<file path="src/hdl/hcbd_pkg.sv">
`timescale 1ns / 1ps

package hcbd_pkg;

    localparam int LEN_BITS = 32;

    localparam logic [7:0] CH_LF = 8'd10;
    localparam logic [7:0] CH_CR = 8'd13;

    typedef enum logic [7:0] {
        PH_SIZE     = 8'b0000_0001,
        PH_DATA     = 8'b0000_0010,
        PH_CHUNK_CR = 8'b0000_0100,
        PH_CHUNK_LF = 8'b0000_1000,
        PH_FINAL_CR = 8'b0001_0000,
        PH_FINAL_LF = 8'b0010_0000,
        PH_DONE     = 8'b0100_0000,
        PH_ERROR    = 8'b1000_0000
    } phase_t;

    typedef enum logic [2:0] {
        ERR_NONE       = 3'd0,
        ERR_EMPTY_SIZE = 3'd1,
        ERR_BAD_CHAR   = 3'd2,
        ERR_OVERFLOW   = 3'd3,
        ERR_CHUNK_END  = 3'd4,
        ERR_FINAL_END  = 3'd5,
        ERR_TRUNCATED  = 3'd6
    } err_t;

    typedef enum logic [1:0] {
        ST_BUSY  = 2'd0,
        ST_DONE  = 2'd1,
        ST_ERROR = 2'd2
    } status_t;

    typedef struct packed {
        logic [7:0] data_byte;
        logic       end_of_input;
        logic       first_of_body;
    } in_item_t;

    typedef struct packed {
        logic [7:0] payload_byte;
        logic       payload_valid;
        logic [1:0] status;
        logic [2:0] error_kind;
    } out_item_t;

    typedef struct packed {
        logic       ok;
        logic [3:0] value;
    } hex_t;

    function automatic hex_t hex_decode(input logic [7:0] c);
        hex_t h;
        h.ok    = 1'b1;
        h.value = 4'd0;
        if (c >= "0" && c <= "9")
        begin
            h.value = 4'(c - "0");
        end
        else if (c >= "A" && c <= "F")
        begin
            h.value = 4'(c - "A" + 8'd10);
        end
        else if (c >= "a" && c <= "f")
        begin
            h.value = 4'(c - "a" + 8'd10);
        end
        else
        begin
            h.ok = 1'b0;
        end
        return h;
    endfunction

endpackage

</file>
<file path="src/hdl/hcbd_if.sv">
`timescale 1ns / 1ps

interface hcbd_in_if import hcbd_pkg::*; ();
    logic     valid;
    logic     ready;
    in_item_t data;

    modport source (output valid, output data, input ready);
    modport sink   (input valid, input data, output ready);
endinterface

interface hcbd_out_if import hcbd_pkg::*; ();
    logic      valid;
    logic      ready;
    out_item_t data;

    modport source (output valid, output data, input ready);
    modport sink   (input valid, input data, output ready);
endinterface

</file>
<file path="src/hdl/http_chunked_body_decoder.sv">
`timescale 1ns / 1ps
// registered: the result of an accepted byte is presented in the cycle after it is taken
// throughput: one byte per cycle unless the output stalls; the decode is a single pass into the result register
// a new byte is taken whenever the result register is empty or being drained
// reset: rst_n async low; decoder returns to the size line phase, result register empties

module http_chunked_body_decoder import hcbd_pkg::*;
(
    input  logic         clk,
    input  logic         rst_n,
    hcbd_in_if.sink      in_ch,
    hcbd_out_if.source   out_ch
);

    phase_t              phase_reg,   phase_next;
    logic [LEN_BITS-1:0] len_reg,     len_next;
    logic                seen_reg,    seen_next;
    err_t                err_reg,     err_next;
    logic                out_valid_reg;
    out_item_t           out_data_reg, out_data_next;

    logic     accept;
    phase_t   ph;
    hex_t     hex;
    logic [7:0] c;

    assign in_ch.ready  = !out_valid_reg || out_ch.ready;
    assign accept       = in_ch.valid && in_ch.ready;
    assign out_ch.valid = out_valid_reg;
    assign out_ch.data  = out_data_reg;

    assign c   = in_ch.data.data_byte;
    assign hex = hex_decode(c);

    always_comb
    begin
        ph        = in_ch.data.first_of_body ? PH_SIZE : phase_reg;
        len_next  = in_ch.data.first_of_body ? '0 : len_reg;
        seen_next = in_ch.data.first_of_body ? 1'b0 : seen_reg;
        err_next  = in_ch.data.first_of_body ? ERR_NONE : err_reg;
        phase_next = ph;
        out_data_next.payload_byte  = 8'd0;
        out_data_next.payload_valid = 1'b0;

        if (ph == PH_DONE || ph == PH_ERROR)
        begin
            phase_next = ph;
        end
        else if (in_ch.data.end_of_input)
        begin
            phase_next = PH_ERROR;
            err_next   = ERR_TRUNCATED;
        end
        else
        begin
            case (ph)
                PH_SIZE:
                begin
                    if (c == CH_CR)
                    begin
                        phase_next = PH_SIZE;
                    end
                    else if (c == CH_LF)
                    begin
                        if (!seen_next)
                        begin
                            phase_next = PH_ERROR;
                            err_next   = ERR_EMPTY_SIZE;
                        end
                        else
                        begin
                            phase_next = (len_next == '0) ? PH_FINAL_CR : PH_DATA;
                            seen_next  = 1'b0;
                        end
                    end
                    else if (!hex.ok)
                    begin
                        phase_next = PH_ERROR;
                        err_next   = ERR_BAD_CHAR;
                    end
                    else if (len_next[LEN_BITS-1 -: 4] != 4'd0)
                    begin
                        phase_next = PH_ERROR;
                        err_next   = ERR_OVERFLOW;
                    end
                    else
                    begin
                        len_next  = {len_next[LEN_BITS-5:0], hex.value};
                        seen_next = 1'b1;
                    end
                end
                PH_DATA:
                begin
                    out_data_next.payload_byte  = c;
                    out_data_next.payload_valid = 1'b1;
                    len_next = len_next - LEN_BITS'(1);
                    if (len_next == '0)
                    begin
                        phase_next = PH_CHUNK_CR;
                    end
                end
                PH_CHUNK_CR:
                begin
                    if (c == CH_CR)
                    begin
                        phase_next = PH_CHUNK_LF;
                    end
                    else
                    begin
                        phase_next = PH_ERROR;
                        err_next   = ERR_CHUNK_END;
                    end
                end
                PH_CHUNK_LF:
                begin
                    if (c == CH_LF)
                    begin
                        phase_next = PH_SIZE;
                    end
                    else
                    begin
                        phase_next = PH_ERROR;
                        err_next   = ERR_CHUNK_END;
                    end
                end
                PH_FINAL_CR:
                begin
                    if (c == CH_CR)
                    begin
                        phase_next = PH_FINAL_LF;
                    end
                    else
                    begin
                        phase_next = PH_ERROR;
                        err_next   = ERR_FINAL_END;
                    end
                end
                default:
                begin
                    if (c == CH_LF)
                    begin
                        phase_next = PH_DONE;
                    end
                    else
                    begin
                        phase_next = PH_ERROR;
                        err_next   = ERR_FINAL_END;
                    end
                end
            endcase
        end

        if (phase_next == PH_DONE)
        begin
            out_data_next.status = ST_DONE;
        end
        else if (phase_next == PH_ERROR)
        begin
            out_data_next.status = ST_ERROR;
        end
        else
        begin
            out_data_next.status = ST_BUSY;
        end
        out_data_next.error_kind = (phase_next == PH_ERROR) ? err_next : ERR_NONE;
    end

    always_ff @(posedge clk or negedge rst_n)
    begin
        if (!rst_n)
        begin
            phase_reg     <= PH_SIZE;
            len_reg       <= '0;
            seen_reg      <= 1'b0;
            err_reg       <= ERR_NONE;
            out_valid_reg <= 1'b0;
        end
        else
        begin
            if (accept)
            begin
                phase_reg <= phase_next;
                len_reg   <= len_next;
                seen_reg  <= seen_next;
                err_reg   <= err_next;
            end
            if (in_ch.ready)
            begin
                out_valid_reg <= in_ch.valid;
            end
        end
    end

    always_ff @(posedge clk)
    begin
        if (accept)
        begin
            out_data_reg <= out_data_next;
        end
    end

endmodule

</file>
<file path="src/flat_wrapper.sv">
// flat-port wrapper written by rule: the top's interface ports become plain ports
module http_chunked_body_decoder_flat import hcbd_pkg::*;
  (clk, rst_n, in_ch_valid, in_ch_data, in_ch_ready, out_ch_valid, out_ch_data, out_ch_ready);
  hcbd_in_if in_ch_i ();
  hcbd_out_if out_ch_i ();
  input  logic clk;
  input  logic rst_n;
  input wire logic [$bits(in_ch_i.valid)-1:0] in_ch_valid;
  input wire logic [$bits(in_ch_i.data)-1:0] in_ch_data;
  output wire logic [$bits(in_ch_i.ready)-1:0] in_ch_ready;
  output wire logic [$bits(out_ch_i.valid)-1:0] out_ch_valid;
  output wire logic [$bits(out_ch_i.data)-1:0] out_ch_data;
  input wire logic [$bits(out_ch_i.ready)-1:0] out_ch_ready;
  assign in_ch_i.valid = in_ch_valid;
  assign in_ch_i.data = in_ch_data;
  assign in_ch_ready = in_ch_i.ready;
  assign out_ch_valid = out_ch_i.valid;
  assign out_ch_data = out_ch_i.data;
  assign out_ch_i.ready = out_ch_ready;
  http_chunked_body_decoder u_core (.clk(clk), .rst_n(rst_n), .in_ch(in_ch_i), .out_ch(out_ch_i));
endmodule
</file>
<file path="config.mk">
export PLATFORM = sky130hd
export DESIGN_NAME = http_chunked_body_decoder_flat
export DESIGN_NICKNAME = d
export VERILOG_FILES = /design/src/hdl/hcbd_pkg.sv /design/src/hdl/hcbd_if.sv /design/src/hdl/http_chunked_body_decoder.sv /design/src/flat_wrapper.sv
export SDC_FILE = /design/constraint.sdc
export NUM_CORES = 1
export LEC_CHECK = 0
export ABC_AREA = 1
export BUFFER_PORTS_ARGS = -buffer_cell sky130_fd_sc_hd__buf_2
export CORE_ASPECT_RATIO = 1.1
export CORE_UTILIZATION = 56
export DETAILED_ROUTE_END_ITERATION = 12
export HOLD_SLACK_MARGIN = 0.06
export PLACE_DENSITY_LB_ADDON = 0.05
export SYNTH_ARGS = -nofsm -noshare
export SYNTH_HDL_FRONTEND = slang
export SYNTH_SLANG_ARGS = --single-unit
</file>
<file path="constraint.sdc">
create_clock -name clk -period 1.8 [get_ports clk]
set_input_delay 0.36 -clock clk [delete_from_list [all_inputs] [get_ports clk]]
set_output_delay 0.36 -clock clk [all_outputs]
set_load 0.05 [all_outputs]
</file>
==> results of run 1 <==
## kinds of logic after synthesis
logic type,count (synthesis),share of synthesized area (%)
simple gates,441,39.1
compound gates,150,17.5
buf+inv,119,10.2
flops,59,30.4
xor+xnor,8,1.38
fa+ha+maj,6,1.48
## per-stage QoR
step	worst slack, ns	instances	hold WS, ns	setup TNS, ns
CTS	-0.253	1125	0.287	-2.62
global placement	-0.547	1089	0.364	-20.83
detailed placement	-0.605	1089	0.367	-24.02
floorplan	-0.115	783	0.0644	-1.55
## what timing repair did
item	4_1_cts
endpoints found under the setup margin	53
setup buffers	15
hold buffers	1
hold endpoints to repair	44
gates resized for setup	154
pin swaps	44
cloned	4
==> results by group, run 1 <==
Placed design
  – HPWL after detailed placement: 13.4 mm
  – Final GP Congestion: 1.04
  – Placed standard-cell area: 0.00690 sq mm
  – PortBufs: 29

Die
  – Die Wd: 92.9 um
  – Ports: 30
  – Starting Density: 57.6%
  – Chip height: 102 um
  – FP Rows: 36

Logic synthesis
  – Register area share after synthesis: 30.4%
  – Yosys Warn Count: 0
  – Post-synth cell types: 49
  – Most frequent cell after synthesis: nand2_1
  – #FFs+latches synth: 59
  – Area contributors post-synth: dfrtp_1, nand2_1, edfxtp_1
  – Top_reg_cell synth: dfrtp_1
  – Synth top area share: 21.6%
  – Post-Syn Instances: 783
  – Post-synth EDFFs: 14
  – Syn_nets: 803
  – Area leader, netlist: dfrtp_1
  – Post-Syn Area per Cell: 6.50 sq um
  – Cell area after synthesis: 0.00509 sq mm
  – Synth top cells by count: nand2_1, nor2_1, inv_1, o21ai_0, dfrtp_1
  – Ys async rst share: 76.3%

Run status
  – Error: [ERROR DPL-0038] Utilization greater than 100%, impossible to legalize
  – Last stage: global routing
  – Status: did not finish

GRT
  – Pin count of the biggest net entering global routing: 46

STA
  – WEP type: register data pin
  – GRT worst endpoint: u_core.phase_reg[1]$_DFFE_PN0P_/D

Clock network
  – Root Driver: clkbuf_8
  – CTS Buf Count: 9
  – CTS H-tree depth: 3
  – Clk buf depth: 2
  – Clock sinks: 59
==> run 2, diff against run 1 <==
Settings changed: CORE_ASPECT_RATIO 1.1 to unset, CORE_UTILIZATION 56 to 40, HOLD_SLACK_MARGIN 0.06 to unset, PLACE_DENSITY_LB_ADDON 0.05 to 0.15.
Clock period 1.8 ns to 2.3 ns, I/O delays scaled along.
==> run 2 against run 1 <==
Compared with the run above:
- the flow now finishes without violations
- synthesized cell count stayed put
- synthesized area stayed put
==> results by group, run 2 <==
Clock network
  – CTS tree: done
  – Clock sinks: 59 (unchanged)
  – Clock latency at the later pin of the worst-skew pair: 0.34 ns
  – CTS H-tree depth: 3 (unchanged)
  – # hold bufs at CTS: 0 (was 1)
  – Clk buf depth: 2 (unchanged)
  – Clock Pin Slew Worst Setup and Hold Paths: 0.05 ns
  – CTS Buf Count: 9 (unchanged)
  – Root Driver: clkbuf_16 (was clkbuf_8)

Logic synthesis
  – Ys async rst share: 76.3% (unchanged)
  – Syn_nets: 803 (unchanged)
  – Synth top cells by count: nand2_1, nor2_1, inv_1, o21ai_0, dfrtp_1 (unchanged)
  – Area contributors post-synth: dfrtp_1, nand2_1, edfxtp_1 (unchanged)
  – Area leader, netlist: dfrtp_1 (unchanged)
  – Most frequent cell after synthesis: nand2_1 (unchanged)
  – Post-synth EDFFs: 14 (unchanged)
  – Synth top area share: 21.6% (unchanged)
  – Cell area after synthesis: 0.00509 sq mm (unchanged)
  – Post-synth cell types: 49 (unchanged)
  – #FFs+latches synth: 59 (unchanged)
  – Register area share after synthesis: 30.4% (unchanged)
  – Top_reg_cell synth: dfrtp_1 (unchanged)
  – Post-Syn Area per Cell: 6.50 sq um (unchanged)
  – Yosys Warn Count: 0 (unchanged)
  – Post-Syn Instances: 783 (unchanged)

STA
  – Actual transition at the worst max-transition pin: 0.572 ns
  – Hold Slack: 0.108 ns
  – FMAX: 459 MHz
  – Min cycle time layout: 2.18 ns
  – Slew HR: 61.8%
  – Setup violators final: 0
  – Tcrit/Tclk final: 94.7%
  – Setup ws final: 0.123 ns
  – Final Slew Violations: 0
  – Clock Skew: 0.00812 ns
  – RSZ-0062 raised after global routing: yes
  – Fin. Hold Viols: 0

Job
  – Maxcap violations: 0

Pwr
  – Net Sw Frac: 37.9%
  – Peak supply drop: 0.273 mV
  – Part of the power in combinational logic: 37.9%
  – P_sw: 1.63 mW
  – Clock power share: 30.4%
  – Power Internal: 2.67 mW
  – LEAKAGE: 3.53 nW
  – Cell Pwr Density: 641 mW/mm^2
  – Power Total: 4.29 mW
  – Sequential Power Share: 31.7%

Die
  – Ports: 30 (unchanged)
  – Chip height: 115 um (was 102 um)
  – Die area: 0.0132 sq mm
  – Die Wd: 115 um (was 92.9 um)
  – Starting Density: 41.7% (was 57.6%)
  – Core Region: 0.0122 sq mm
  – FP Rows: 40 (was 36)

Placed design
  – HPWL after detailed placement: 13.6 mm (was 13.4 mm)
  – PortBufs: 29 (unchanged)
  – Worst slack at placement: -0.240 ns (was -0.605 ns)
  – Final GP Congestion: 0.936 (was 1.04)

Detailed routing
  – Drt total wl: 17.5 mm
  – Routed Antenna Nets: 0
  – Detailed-route via count: 5,751
  – First-pass detailed-route iteration total: 5
  – Vias per cell: 5.19
  – DR WL/cell: 15.8 um
  – Initial DRC count: 434
  – Drt drc: 0

Worst hold path
  – Hold Crit Class: in -> async

Layout
  – Footprint of the multi-input gates: 0.00306 sq mm
  – Area growth syn-to-layout: 31.6%
  – # diodes: 0
  – Final layout net count: 956
  – Register Area: 0.00155 sq mm
  – Most frequent cells in the layout: nand2_1, buf_4, nor2_1
  – Most common cell after layout, fill and taps aside: nand2_1
  – Share of cells above drive strength 1: 29.0%
  – Max reg flops: 32
  – Fillcell total: 1,270

Worst setup path
  – Startpoint Class: flop
  – Critical path class: reg -> reg
  – Crit-path max FO: 8
  – Worst Setup End Kind: flop
  – Crit path DAT: 2.41 ns
  – Worst path required time: 2.53 ns

GRT
  – Number of global-route vias before repair: 5,656
  – Initial antenna violation count: 0
  – First-pass GRT wire length: 28.4 mm
  – Final global-route overflow total: 0
  – Pin count of the biggest net entering global routing: 37
  – Gr usage total: 28.4%

Run status
  – Status: complete, no violations (was did not finish)
[run 2: path summary, 6_finish.rpt]
kind / to / slack (ns) / cells past startpoint / start
worst max-delay path: u_core.phase_reg[1] / 0.12 / 15 / u_core.len_reg[0]
worst min-delay path: u_core.err_reg[0] / 0.11 / 1 / rst_n
worst max register to register: u_core.phase_reg[1] / 0.12 / 15 / u_core.len_reg[0]
worst min register to register: u_core.phase_reg[0] / 0.47 / 2 / u_core.phase_reg[0]
max in group asynchronous: u_core.phase_reg[0] / 1.57 / 2 / rst_n
min in group clk: u_core.out_ch.valid / 0.41 / 4 / out_ch_ready
[run 2: what timing repair did]
item / CTS / global route
gates resized for setup: 0 / 12
endpoints found under the setup margin: 0 / 5
setup buffers: 0 / 1
[run 2: cell families after synthesis]
group / share of synthesized area [%]
buffers and inverters: 10.2
XOR/XNOR: 1.38
AO/OA/AOI/OAI: 17.5
flip-flops: 30.4
adder cells (fa/ha/maj): 1.48
AND/OR/NAND/NOR: 39.1
[run 2: layer usage]
metal  vias to the layer above  GRT usage [%]  share of wire (%)
li1                       2873              -                  -
met1                      2654           35.5                 45
met2                       179           47.8                 47
met3                        45           3.53                4.8
met4                         0           15.5                3.5
met5                         -              0                  0
[run 2: power groups by stage]
stage | Clock, mW | Combinational [mW] | Sequential [mW]
finish | 1.31 | 1.63 | 1.36
global route | 1.38 | 1.79 | 1.38
CTS | 1.33 | 1.60 | 1.35
detailed placement | 0 | 1.59 | 1.37
global placement | 0 | 1.58 | 1.37
floorplan | 0 | 0.900 | 1.40
[run 2: cell type report]
cell class | instances | area share (%)
Multi-Input combinational cell | 605 | 45.7
Sequential cell | 59 | 23.1
Timing Repair Buffer | 164 | 18.2
Inverter | 97 | 5.57
Clock buffer | 14 | 4.09
Tap cell | 168 | 3.14
Clock inverter | 2 | 0.149
[run 2: stage by stage]
| stage | instances | utilization [%] | TNS, ns | instance area, sq um |
|---|---|---|---|---|
| 3_5_place_dp | 1092 | 52.1 | -3.61 | 6370 |
| 2_1_floorplan | 783 | - | 0 | 5090 |
| 5_1_grt | 1109 | 54.8 | -0.0379 | 6700 |
| 6_report | 1109 | 54.8 | 0 | 6700 |
| 3_3_place_gp | 1092 | 52.1 | -2.28 | 6370 |
| 4_1_cts | 1108 | 54.5 | 0 | 6650 |
[run 2: worst max-delay path: stages (launching register included)]
cell and delay (ns):
dfrtp_1 0.39, nand2_2 0.09, buf_4 0.14, nand3_4 0.13
nor2_8 0.19, nand2_1 0.15, inv_1 0.13, nand3_1 0.08
nand2_1 0.09, nand2_1 0.10, nor3_2 0.12, nand3_1 0.17
nand2_1 0.10, nand2_1 0.05, nand3_1 0.06, nand2_1 0.05
Power figures use the tool's default switching activity.
